**config.mk**
```make
export PLATFORM = sky130hd
export DESIGN_NAME = hid_keyboard_report_builder_core
export DESIGN_NICKNAME = d
export VERILOG_FILES = /design/src/design/hkrb_pkg.sv /design/src/design/hid_keyboard_report_builder_core.sv
export SDC_FILE = /design/constraint.sdc
export NUM_CORES = 1
export LEC_CHECK = 0
export BUFFER_PORTS_ARGS = -buffer_cell sky130_fd_sc_hd__buf_2
export CAP_MARGIN = 20
export CORE_MARGIN = 8
export CORE_UTILIZATION = 50
export DETAILED_ROUTE_END_ITERATION = 7
export PLACE_DENSITY_LB_ADDON = 0.05
export SYNTH_ARGS = -nofsm -noshare
export SYNTH_HDL_FRONTEND = slang
export SYNTH_SLANG_ARGS = --single-unit
```
**constraint.sdc**
```tcl
create_clock -name clk -period 2.4 [get_ports clk]
set_input_delay 0.24 -clock clk [delete_from_list [all_inputs] [get_ports clk]]
set_output_delay 0.24 -clock clk [all_outputs]
set_load 0.02 [all_outputs]
```
**src/design/hkrb_pkg.sv**
```systemverilog
// hkrb_pkg: shared types and constants for the hid keyboard report builder
// depends on nothing; imported by the core module and the bench
package hkrb_pkg;

    // number of key slots kept in the report (range 1 to 16)
    localparam int KEY_SLOTS   = 6;
    // key fields shown on the result ports
    localparam int SHOWN_SLOTS = 6;

    // modifier usage range, 0xe0 up to 0xe7
    localparam logic [7:0] MOD_FIRST = 8'hE0;
    localparam logic [7:0] MOD_LAST  = 8'hE7;
    localparam logic [7:0] NO_KEY    = 8'h00;

    typedef enum logic [1:0] {
        ACT_PRESS       = 2'd0,
        ACT_RELEASE     = 2'd1,
        ACT_RELEASE_ALL = 2'd2,
        ACT_HOST_LED    = 2'd3
    } action_t;

    typedef enum logic [1:0] {
        ST_OK      = 2'd0,
        ST_INVALID = 2'd1,
        ST_FULL    = 2'd2,
        ST_NOLINK  = 2'd3
    } status_t;

endpackage

```
**src/design/hid_keyboard_report_builder_core.sv**
```systemverilog
// hid_keyboard_report_builder_core: boot keyboard report keeper, six-key rollover
// depends on hkrb_pkg for slot count, modifier range, action and status codes
//
// a result strobes on done once the item taken with start has passed the item and result registers
// throughput: one item every cycle; busy stays low, the item register feeds one
//   pass of slot compares and priority picks into the state and result registers
// reset: rst_n clears modifiers, all key slots, the led byte and both valid flags
// the receiver cannot stall: each result is strobed on done for one cycle only
module hid_keyboard_report_builder_core (
    input  logic                 clk,
    input  logic                 rst_n,
    input  logic                 start,
    output logic                 busy,
    input  hkrb_pkg::action_t    action,
    input  logic [7:0]           keycode,
    input  logic                 link_up,
    input  logic [7:0]           led_byte,
    input  logic                 report_match,
    output logic                 done,
    output hkrb_pkg::status_t    status,
    output logic                 report_sent,
    output logic [7:0]           modifiers,
    output logic [7:0]           key_a,
    output logic [7:0]           key_b,
    output logic [7:0]           key_c,
    output logic [7:0]           key_d,
    output logic [7:0]           key_e,
    output logic [7:0]           key_f,
    output logic [7:0]           led_state
);
    import hkrb_pkg::*;

    // item register
    logic        in_valid_reg;
    action_t     act_reg;
    logic [7:0]  code_reg;
    logic        link_reg;
    logic [7:0]  led_reg;
    logic        match_reg;

    // report state
    logic [7:0]  mod_reg;
    logic [7:0]  mod_next;
    logic [7:0]  held_reg  [KEY_SLOTS];
    logic [7:0]  held_next [KEY_SLOTS];
    logic [7:0]  leds_reg;
    logic [7:0]  leds_next;

    // result register (the report fields come straight from the state)
    logic        done_reg;
    status_t     status_reg;
    status_t     status_next;
    logic        sent_reg;
    logic        sent_next;

    // slot compare results
    logic [KEY_SLOTS-1:0] hit_vec;
    logic [KEY_SLOTS-1:0] free_vec;
    logic [KEY_SLOTS-1:0] first_hit;
    logic [KEY_SLOTS-1:0] first_free;
    logic                 is_mod;
    logic [7:0]           mod_bit;
    logic                 slots_full;

    // every item is worked in one pass, so the block never holds off start
    assign busy = 1'b0;

    // capture the item
    always_ff @(posedge clk or negedge rst_n) begin
        if (!rst_n) begin
            in_valid_reg <= 1'b0;
        end
        else begin
            in_valid_reg <= start && !busy;
        end
    end

    always_ff @(posedge clk) begin
        if (start && !busy) begin
            act_reg   <= action;
            code_reg  <= keycode;
            link_reg  <= link_up;
            led_reg   <= led_byte;
            match_reg <= report_match;
        end
    end

    // parallel slot compares, then a priority pick of the lowest hit and free slot
    always_comb begin
        logic seen_hit;
        logic seen_free;
        seen_hit   = 1'b0;
        seen_free  = 1'b0;
        first_hit  = '0;
        first_free = '0;
        for (int i = 0; i < KEY_SLOTS; i++) begin
            hit_vec[i]  = (held_reg[i] == code_reg);
            free_vec[i] = (held_reg[i] == NO_KEY);
            if (hit_vec[i] && !seen_hit) begin
                first_hit[i] = 1'b1;
            end
            if (free_vec[i] && !seen_free) begin
                first_free[i] = 1'b1;
            end
            seen_hit  = seen_hit || hit_vec[i];
            seen_free = seen_free || free_vec[i];
        end
    end

    assign slots_full = ~|free_vec;
    assign is_mod     = (code_reg >= MOD_FIRST) && (code_reg <= MOD_LAST);
    // bit n of the modifier map is usage 0xe0 plus n
    assign mod_bit    = 8'(1) << code_reg[2:0];

    // one pass of the action over the state
    always_comb begin
        mod_next    = mod_reg;
        leds_next   = leds_reg;
        for (int i = 0; i < KEY_SLOTS; i++) begin
            held_next[i] = held_reg[i];
        end
        status_next = ST_OK;
        sent_next   = 1'b0;

        unique case (act_reg)
            ACT_PRESS: begin
                if (code_reg == NO_KEY) begin
                    status_next = ST_INVALID;
                end
                else if (is_mod) begin
                    mod_next    = mod_reg | mod_bit;
                    status_next = link_reg ? ST_OK : ST_NOLINK;
                    sent_next   = link_reg;
                end
                else if (|hit_vec) begin
                    // already held: nothing changes, nothing goes out
                    status_next = ST_OK;
                end
                else if (slots_full) begin
                    status_next = ST_FULL;
                end
                else begin
                    for (int i = 0; i < KEY_SLOTS; i++) begin
                        if (first_free[i]) begin
                            held_next[i] = code_reg;
                        end
                    end
                    status_next = link_reg ? ST_OK : ST_NOLINK;
                    sent_next   = link_reg;
                end
            end
            ACT_RELEASE: begin
                if (code_reg == NO_KEY) begin
                    status_next = ST_INVALID;
                end
                else begin
                    if (is_mod) begin
                        mod_next = mod_reg & ~mod_bit;
                    end
                    else begin
                        // a key that is not held still sends a report
                        for (int i = 0; i < KEY_SLOTS; i++) begin
                            if (first_hit[i]) begin
                                held_next[i] = NO_KEY;
                            end
                        end
                    end
                    status_next = link_reg ? ST_OK : ST_NOLINK;
                    sent_next   = link_reg;
                end
            end
            ACT_RELEASE_ALL: begin
                mod_next = '0;
                for (int i = 0; i < KEY_SLOTS; i++) begin
                    held_next[i] = NO_KEY;
                end
                status_next = link_reg ? ST_OK : ST_NOLINK;
                sent_next   = link_reg;
            end
            ACT_HOST_LED: begin
                if (match_reg) begin
                    leds_next = led_reg;
                end
            end
            default: begin
                status_next = ST_OK;
            end
        endcase
    end

    // state and result registers
    always_ff @(posedge clk or negedge rst_n) begin
        if (!rst_n) begin
            mod_reg  <= '0;
            leds_reg <= '0;
            for (int i = 0; i < KEY_SLOTS; i++) begin
                held_reg[i] <= NO_KEY;
            end
            done_reg <= 1'b0;
        end
        else begin
            done_reg <= in_valid_reg;
            if (in_valid_reg) begin
                mod_reg  <= mod_next;
                leds_reg <= leds_next;
                for (int i = 0; i < KEY_SLOTS; i++) begin
                    held_reg[i] <= held_next[i];
                end
            end
        end
    end

    always_ff @(posedge clk) begin
        if (in_valid_reg) begin
            status_reg <= status_next;
            sent_reg   <= sent_next;
        end
    end

    // shown key fields; slots past the configured count read as empty
    logic [7:0] shown [SHOWN_SLOTS];

    generate
        for (genvar g = 0; g < SHOWN_SLOTS; g++) begin : g_shown
            if (g < KEY_SLOTS) begin : g_slot
                assign shown[g] = held_reg[g];
            end
            else begin : g_none
                assign shown[g] = NO_KEY;
            end
        end
    endgenerate

    assign done        = done_reg;
    assign status      = status_reg;
    assign report_sent = sent_reg;
    assign modifiers   = mod_reg;
    assign key_a       = shown[0];
    assign key_b       = shown[1];
    assign key_c       = shown[2];
    assign key_d       = shown[3];
    assign key_e       = shown[4];
    assign key_f       = shown[5];
    assign led_state   = leds_reg;

    // a sent report always carries an ok status
    a_sent_ok: assert property (@(posedge clk) disable iff (!rst_n)
        done && report_sent |-> status == ST_OK)
        else $error("report sent with a non-ok status");

    // slots full is only reported when no slot is empty
    a_full_means_full: assert property (@(posedge clk) disable iff (!rst_n)
        done && status == ST_FULL |-> slots_full)
        else $error("slots full reported with an empty slot");

    // an invalid keycode leaves the report untouched
    a_invalid_no_change: assert property (@(posedge clk) disable iff (!rst_n)
        done && status == ST_INVALID |-> $stable(mod_reg) && $stable(key_a)
            && $stable(leds_reg))
        else $error("invalid keycode changed the report");

    // every result follows an item taken with start, through the item and result registers
    a_result_latency: assert property (@(posedge clk) disable iff (!rst_n)
        done |-> $past(start, 2))
        else $error("result without an item two cycles before");

endmodule

```
==> results of run 1 <==
[cell usage in the layout, fill, tap and decap left out, types with 3 or more instances in the layout]
cell,Yosys,layout
nand3_1,7,7
inv_1,7,7
clkbuf_8,0,9
mux2_2,46,37
a22o_1,9,9
nor2_1,7,5
nor4_2,1,7
buf_2,1,90
inv_6,0,3
mux2_4,0,9
nor2b_1,11,11
ha_1,5,5
buf_4,7,52
nand2_1,22,19
xor2_1,48,46
o21ai_0,5,4
a31oi_1,6,6
dfrtp_1,66,66
buf_12,0,3
nand2b_1,3,3
a21oi_1,14,14
edfxtp_1,23,23
nor4_1,23,16
nand2_2,2,4
[cell type report]
cell class,count,area [sq um]
Timing Repair Buffer,148,933
Clock buffer,9,124
Sequential cell,89,2340
Fill cell,664,2900
Multi-Input combinational cell,246,2170
Inverter,7,26.3
Clock inverter,7,98.8
Tap cell,108,135
[how the worst min path moves through the flow]
stage | startpoint | cells past startpoint | slack [ns] | end
2_1_floorplan | rst_n | 0 | -0.06 | done
3_3_place_gp | rst_n | 1 | 0.24 | key_e[1]
3_5_place_dp | rst_n | 1 | 0.24 | key_e[1]
4_1_cts | led_byte[3] | 1 | 0.03 | led_reg[3]
5_1_grt | led_byte[6] | 1 | 0.03 | led_reg[6]
6_report | led_byte[5] | 1 | 0.04 | led_reg[5]
[cells by family (layout without fill, tap and decap cells)]
| family | after synthesis | in the layout | share of synthesized area |
|---|---|---|---|
| DFF | 89 | 89 | 0.523 |
| and+or+nand+nor | 94 | 95 | 0.125 |
| muxes | 48 | 48 | 0.121 |
| buffers and inverters | 25 | 171 | 0.0355 |
| xor gates and xnor gates | 48 | 48 | 0.0939 |
| AOI/OAI and AO/OA | 49 | 49 | 0.0870 |
| other | 1 | 1 | 0.000838 |
| adders and majority gates | 5 | 5 | 0.0140 |
[through the flow]
step,hold slack (ns),TNS [ns]
2_1_floorplan,-0.0556,0
3_3_place_gp,0.236,-2.62
3_5_place_dp,0.238,-3.38
4_1_cts,0.0282,-0.0241
5_1_grt,0.0263,-2.16
6_report,0.0436,0
[metal layers]
metal / part of all wire / wire length, um
met1: 0.44 / 5320
met2: 0.48 / 5890
met3: 0.061 / 747
met4: 0.019 / 229
met5: 0 / 0
[synthesized netlist by cell type (all sizes together) (2+ instances only)]
cell type	n	area [sq um]
a31oi	7	58.8
a22o	9	78.8
xor2	48	420
and3	2	12.5
mux2	48	541
nand3	9	55.1
a21oi	14	70.1
nor2	7	26.3
edfxtp	23	691
o21ai	5	25.0
or4	2	15.0
nor3	3	26.3
nand4	2	27.5
buf	13	114
inv	7	26.3
nor4	24	156
nand2b	3	18.8
ha	5	62.6
dfrtp	66	1650
nand2	24	95.1
clkbuf	5	18.8
and2	2	12.5
nor2b	11	68.8
or2	2	12.5
o31ai	3	22.5
[power by group through the flow]
stage	Clock (mW)	Sequential [mW]	Combinational (mW)
final	1.18	2.31	2.21
after global routing	1.25	2.36	2.39
after CTS	1.20	2.30	2.04
after detailed placement	0	2.34	2.00
after global placement	0	2.32	1.98
after floorplan	0	2.66	0.934
[what timing repair did]
item,in CTS,in global routing
gates resized for setup,3,34
buffers inserted,7,13
hold buffers,1,0
pin swaps,6,18
hold endpoints to repair,20,0
setup endpoints to repair,41,50
gates cloned,1,0
==> qor.txt, run 1 <==
Clk slew on worst S/H paths = 0.10 ns
Slowest stage delay, CP = 0.44 ns
Avg Inst Size Synth = 12.5 sq um
Worst-Skew Late Latency = 0.36 ns
CTS tree = done
# diodes = 0
Chip Width = 111 um
Die Footprint = 12200 sq um
Max-cap violations = 0
FF-to-FF End = key_c[7]
Crit path kind = flip-flop to flip-flop
PD cells = 978 nW/um^2
Worst Setup EP = key_c[7]
Clock Skews = 0.0110 ns
First-pass GRT wire length = 19.0 mm
Number of global-route vias before repair = 3544
Status = completed
Critical path, cell by cell = buf_4 > xor2_1 > nor4_1 > nand2_2 > nand4_4 > nor4_4 > o221ai_4 > buf_12 > mux2_2
WL/cell = 19.8 um
Leakage = 2.78 nW
Design area = 5830 sq um
Synth unique cells = 49
Clk sink count = 89
DRC = 0
WP data required = 2.65 ns
Initial Utilization = 0.513
Ys async rst share = 0.742
VDD IR max = 0.495 mV
CP bufs+invs = 2
Origin of the critical flop-to-flop path = code_reg[6]
Worst-path maximum fanout = 8
Seq/Total Area, Yosys = 0.523
Dpl ws = -0.135 ns
Hold crit path type = primary input to flip-flop
DP Cell Count = 576
Clock Path Buffers = 2
Clock Power Share = 0.207
Share of cells above drive strength 1 = 0.482
Core Box Area = 8720 sq um
CTS root buf = clkbuf_8
Fin util = 0.668
Final worst slack = 0.00939 ns
Final setup fails = 0
Post-synth top flop = dfrtp_1
Startpoint types = flip-flop
Post-synth EDFFs = 23
Cts bufs inserted = 9
Final WL = 12.2 mm
Placed instance area = 5210 sq um
CTS H-tree lvls = 3
Largest net degree at the start of global routing = 32
Met2 Resource Use GR = 0.300
Slew @ Worst Pin = 0.671 ns
DRT Pass-1 Iters = 4
M3 GR Usage = 0.0444
Post-synthesis instance area = 4480 sq um
# IOs = 92
Total GRT Usage = 0.190
Global routing's busiest layer = met2
Final layout net count = 529
RSZ-0062 raised after global routing = true
Input/output buffers = 90
Sw Ratio = 0.390
Worst R2R Setup Slack = 0.009 ns
Hold violation count in the final report = 0
CP Capture Type = flip-flop
Combinational power share = 0.387
Met1 Usage GRT = 0.248
Cell depth of the worst setup path = 9
Final period util = 0.996
FF+latch count, synth = 89
Aggregate global routing overflow = 0
DR vias/cell = 5.62
FMAX = 418 MHz
Routed vias = 3450
Post-DRT Antenna Nets = 0
Synth Warn # = 0
Worst EP arrival = 2.64 ns
Cell Rows = 34
Fin crit period = 2.39 ns
NetSw = 2.22 mW
Sequential share of power = 0.405
Post-Layout Cell Count = 614
Final Max Tran Viols = 0
Syn_nets = 387
Routability cong. = 0.877
Area Overhead vs Synth = 30.2%
Dpl hpwl = 8.54 mm
Overall Power = 5.70 mW
DRT iter0 DRCs = 125
Launch point of the worst path = code_reg[6]
Vert. Die Dim = 111 um
Headroom to the max-slew limit = 0.552
Initial antenna violation count = 0
Cells after synthesis = 359
Total internal power = 3.47 mW
Critical path's top delay family = simple AND/OR/NAND/NOR gates
Crit-path slowest cell = edfxtp_1
R2r worst-path depth = 9
Note: power is estimated with default switching activity, not from simulation.
==> run 2: changes to the inputs <==
--- a/config.mk
+++ b/config.mk
@@ -7,8 +7,10 @@
 export LEC_CHECK = 0
 export BUFFER_PORTS_ARGS = -buffer_cell sky130_fd_sc_hd__buf_2
 export CAP_MARGIN = 20
+export CELL_PAD_IN_SITES_DETAIL_PLACEMENT = 1
+export CELL_PAD_IN_SITES_GLOBAL_PLACEMENT = 2
 export CORE_MARGIN = 8
-export CORE_UTILIZATION = 50
+export CORE_UTILIZATION = 33
 export DETAILED_ROUTE_END_ITERATION = 7
 export PLACE_DENSITY_LB_ADDON = 0.05
 export SYNTH_ARGS = -nofsm -noshare
==> qor.txt, run 2 (synthesis results as in run 1) <==
Largest net degree at the start of global routing = 38
Final WL = 13.5 mm
Aggregate global routing overflow = 0
Share of cells above drive strength 1 = 0.476
DR vias/cell = 5.04
Sw Ratio = 0.380
Final layout net count = 531
Cts bufs inserted = 9
Max-cap violations = 0
Total GRT Usage = 0.158
Final Max Tran Viols = 0
DRC = 0
Worst R2R Setup Slack = 0.03 ns
Worst EP arrival = 2.60 ns
Worst Setup EP = key_b[0]
Area occupied by registers = 2340 sq um
Origin of the critical flop-to-flop path = code_reg[4]
CTS H-tree lvls = 3
Clk slew on worst S/H paths = 0.07 ns
CTS root buf = clkbuf_16
Most frequent cells in the layout = buf_2, dfrtp_1, buf_4
Fin crit period = 2.37 ns
Area Overhead vs Synth = 32.2%
Commonest non-fill, non-tap cell in the layout = buf_2
Crit path kind = flip-flop to flip-flop
# fillers = 1472
Hold crit path type = primary input to asynchronous set/reset pin
Number of global-route vias before repair = 3780
WL/cell = 19.7 um
Sequential share of power = 0.386
CTS tree = done
Leakage = 2.79 nW
Input/output buffers = 90
VDD IR max = 0.507 mV
Vert. Die Dim = 132 um
Worst hold slack = 0.0232 ns
First-pass GRT wire length = 21.6 mm
Clk sink count = 89
Clock Skews = 0.00982 ns
Clock Power Share = 0.246
Die Footprint = 17500 sq um
Combinational power share = 0.368
Core Box Area = 13200 sq um
Total internal power = 3.69 mW
Chip Width = 132 um
Launch point of the worst path = code_reg[4]
Placed instance area = 5360 sq um
FF-to-FF End = key_b[0]
Fin util = 0.447
Cell Rows = 42
DRT Pass-1 Iters = 4
Worst-Skew Late Latency = 0.35 ns
Hold violation count in the final report = 0
Routability cong. = 0.803
NetSw = 2.26 mW
WP data required = 2.63 ns
# IOs = 92
FMAX = 423 MHz
Post-DRT Antenna Nets = 0
Final period util = 0.986
R2r worst-path depth = 9
Startpoint types = flip-flop
CP Capture Type = flip-flop
Initial Utilization = 0.338
Multi-input logic area = 2050 sq um
Clock Path Buffers = 2
Headroom to the max-slew limit = 0.395
Worst-path maximum fanout = 8
Slew @ Worst Pin = 0.907 ns
CTS Hold Buffers Added = 0
# diodes = 0
Dpl hpwl = 10.1 mm
Initial antenna violation count = 0
RSZ-0062 raised after global routing = true
Routed vias = 3444
Design area = 5920 sq um
PD cells = 1010 nW/um^2
DRT iter0 DRCs = 177
Final setup fails = 0
Status = completed
[run 2: changes by cell type in the layout (fill, tap and decap cells not counted), moves of 3 or more]
| cell | change |
|---|---|
| clkbuf_16 | +9 |
| clkbuf_8 | -9 |
| mux2_2 | +9 |
| mux2_4 | -9 |
| buf_6 | +6 |
| buf_4 | -3 |
| nand3_2 | +3 |
[run 2: metal layers]
layer  vias to the layer above  wire length [um]  global-route usage
met5                         -                 0                   0
met1                      1754              6660               0.218
met2                        73              6020               0.235
li1                       1606                 -                   -
met4                         0               206              0.0461
met3                        11               610              0.0439
[run 2: stage by stage]
step / setup WS [ns] / std cells / setup TNS, ns / total power [mW]
global route: -0.0891 / 684 / -3.01 / 6.30
finish: 0.0342 / 684 / 0 / 5.96
floorplan: 0.0384 / 359 / 0 / 3.59
detailed placement: -0.169 / 652 / -3.89 / 4.44
CTS: -0.00160 / 681 / -0.00160 / 5.98
global placement: -0.0888 / 652 / -2.11 / 4.42
[run 2: timing repair]
action / CTS / global route
gates cloned: 1 / 0
hold endpoints to repair: 0 / 0
pin swaps: 6 / 10
setup endpoints to repair: 49 / 51
buffers inserted: 12 / 3
gates resized for setup: 5 / 18
[run 2: worst min path at each step]
stage,startpoint,endpoint,slack [ns],cells past startpoint
6_report,rst_n,key_d[1],0.02,1
5_1_grt,led_byte[0],led_reg[0],0.04,1
4_1_cts,rst_n,key_d[3],0.05,1
3_5_place_dp,rst_n,key_d[3],0.42,1
3_3_place_gp,rst_n,key_d[3],0.42,1
2_1_floorplan,rst_n,done,-0.06,0
[run 2: cell type report]
type,count,share of cell area
well taps,176,0.0372
inverters,7,0.00444
clock inverters,7,0.0142
repair buffers,150,0.164
multi-input cells,246,0.347
clock buffers,9,0.0381
flip-flops and latches,89,0.396
[run 2: worst max-delay path, stage by stage, from the launching register on]
cell      delay (ns)
edfxtp_1        0.47
buf_4           0.18
xor2_1          0.16
nor4_2          0.32
nand2_2         0.18
nand4_4         0.18
nor4b_2         0.08
o211ai_4        0.20
buf_12          0.15
mux2_2          0.33
[run 2: power groups by stage]
| stage | combinational (mW) | sequential [mW] | clock [mW] |
|---|---|---|---|
| CTS | 2.18 | 2.30 | 1.50 |
| detailed placement | 2.11 | 2.33 | 0 |
| finish | 2.19 | 2.30 | 1.47 |
| global placement | 2.09 | 2.33 | 0 |
| global route | 2.37 | 2.36 | 1.57 |
| floorplan | 0.934 | 2.66 | 0 |
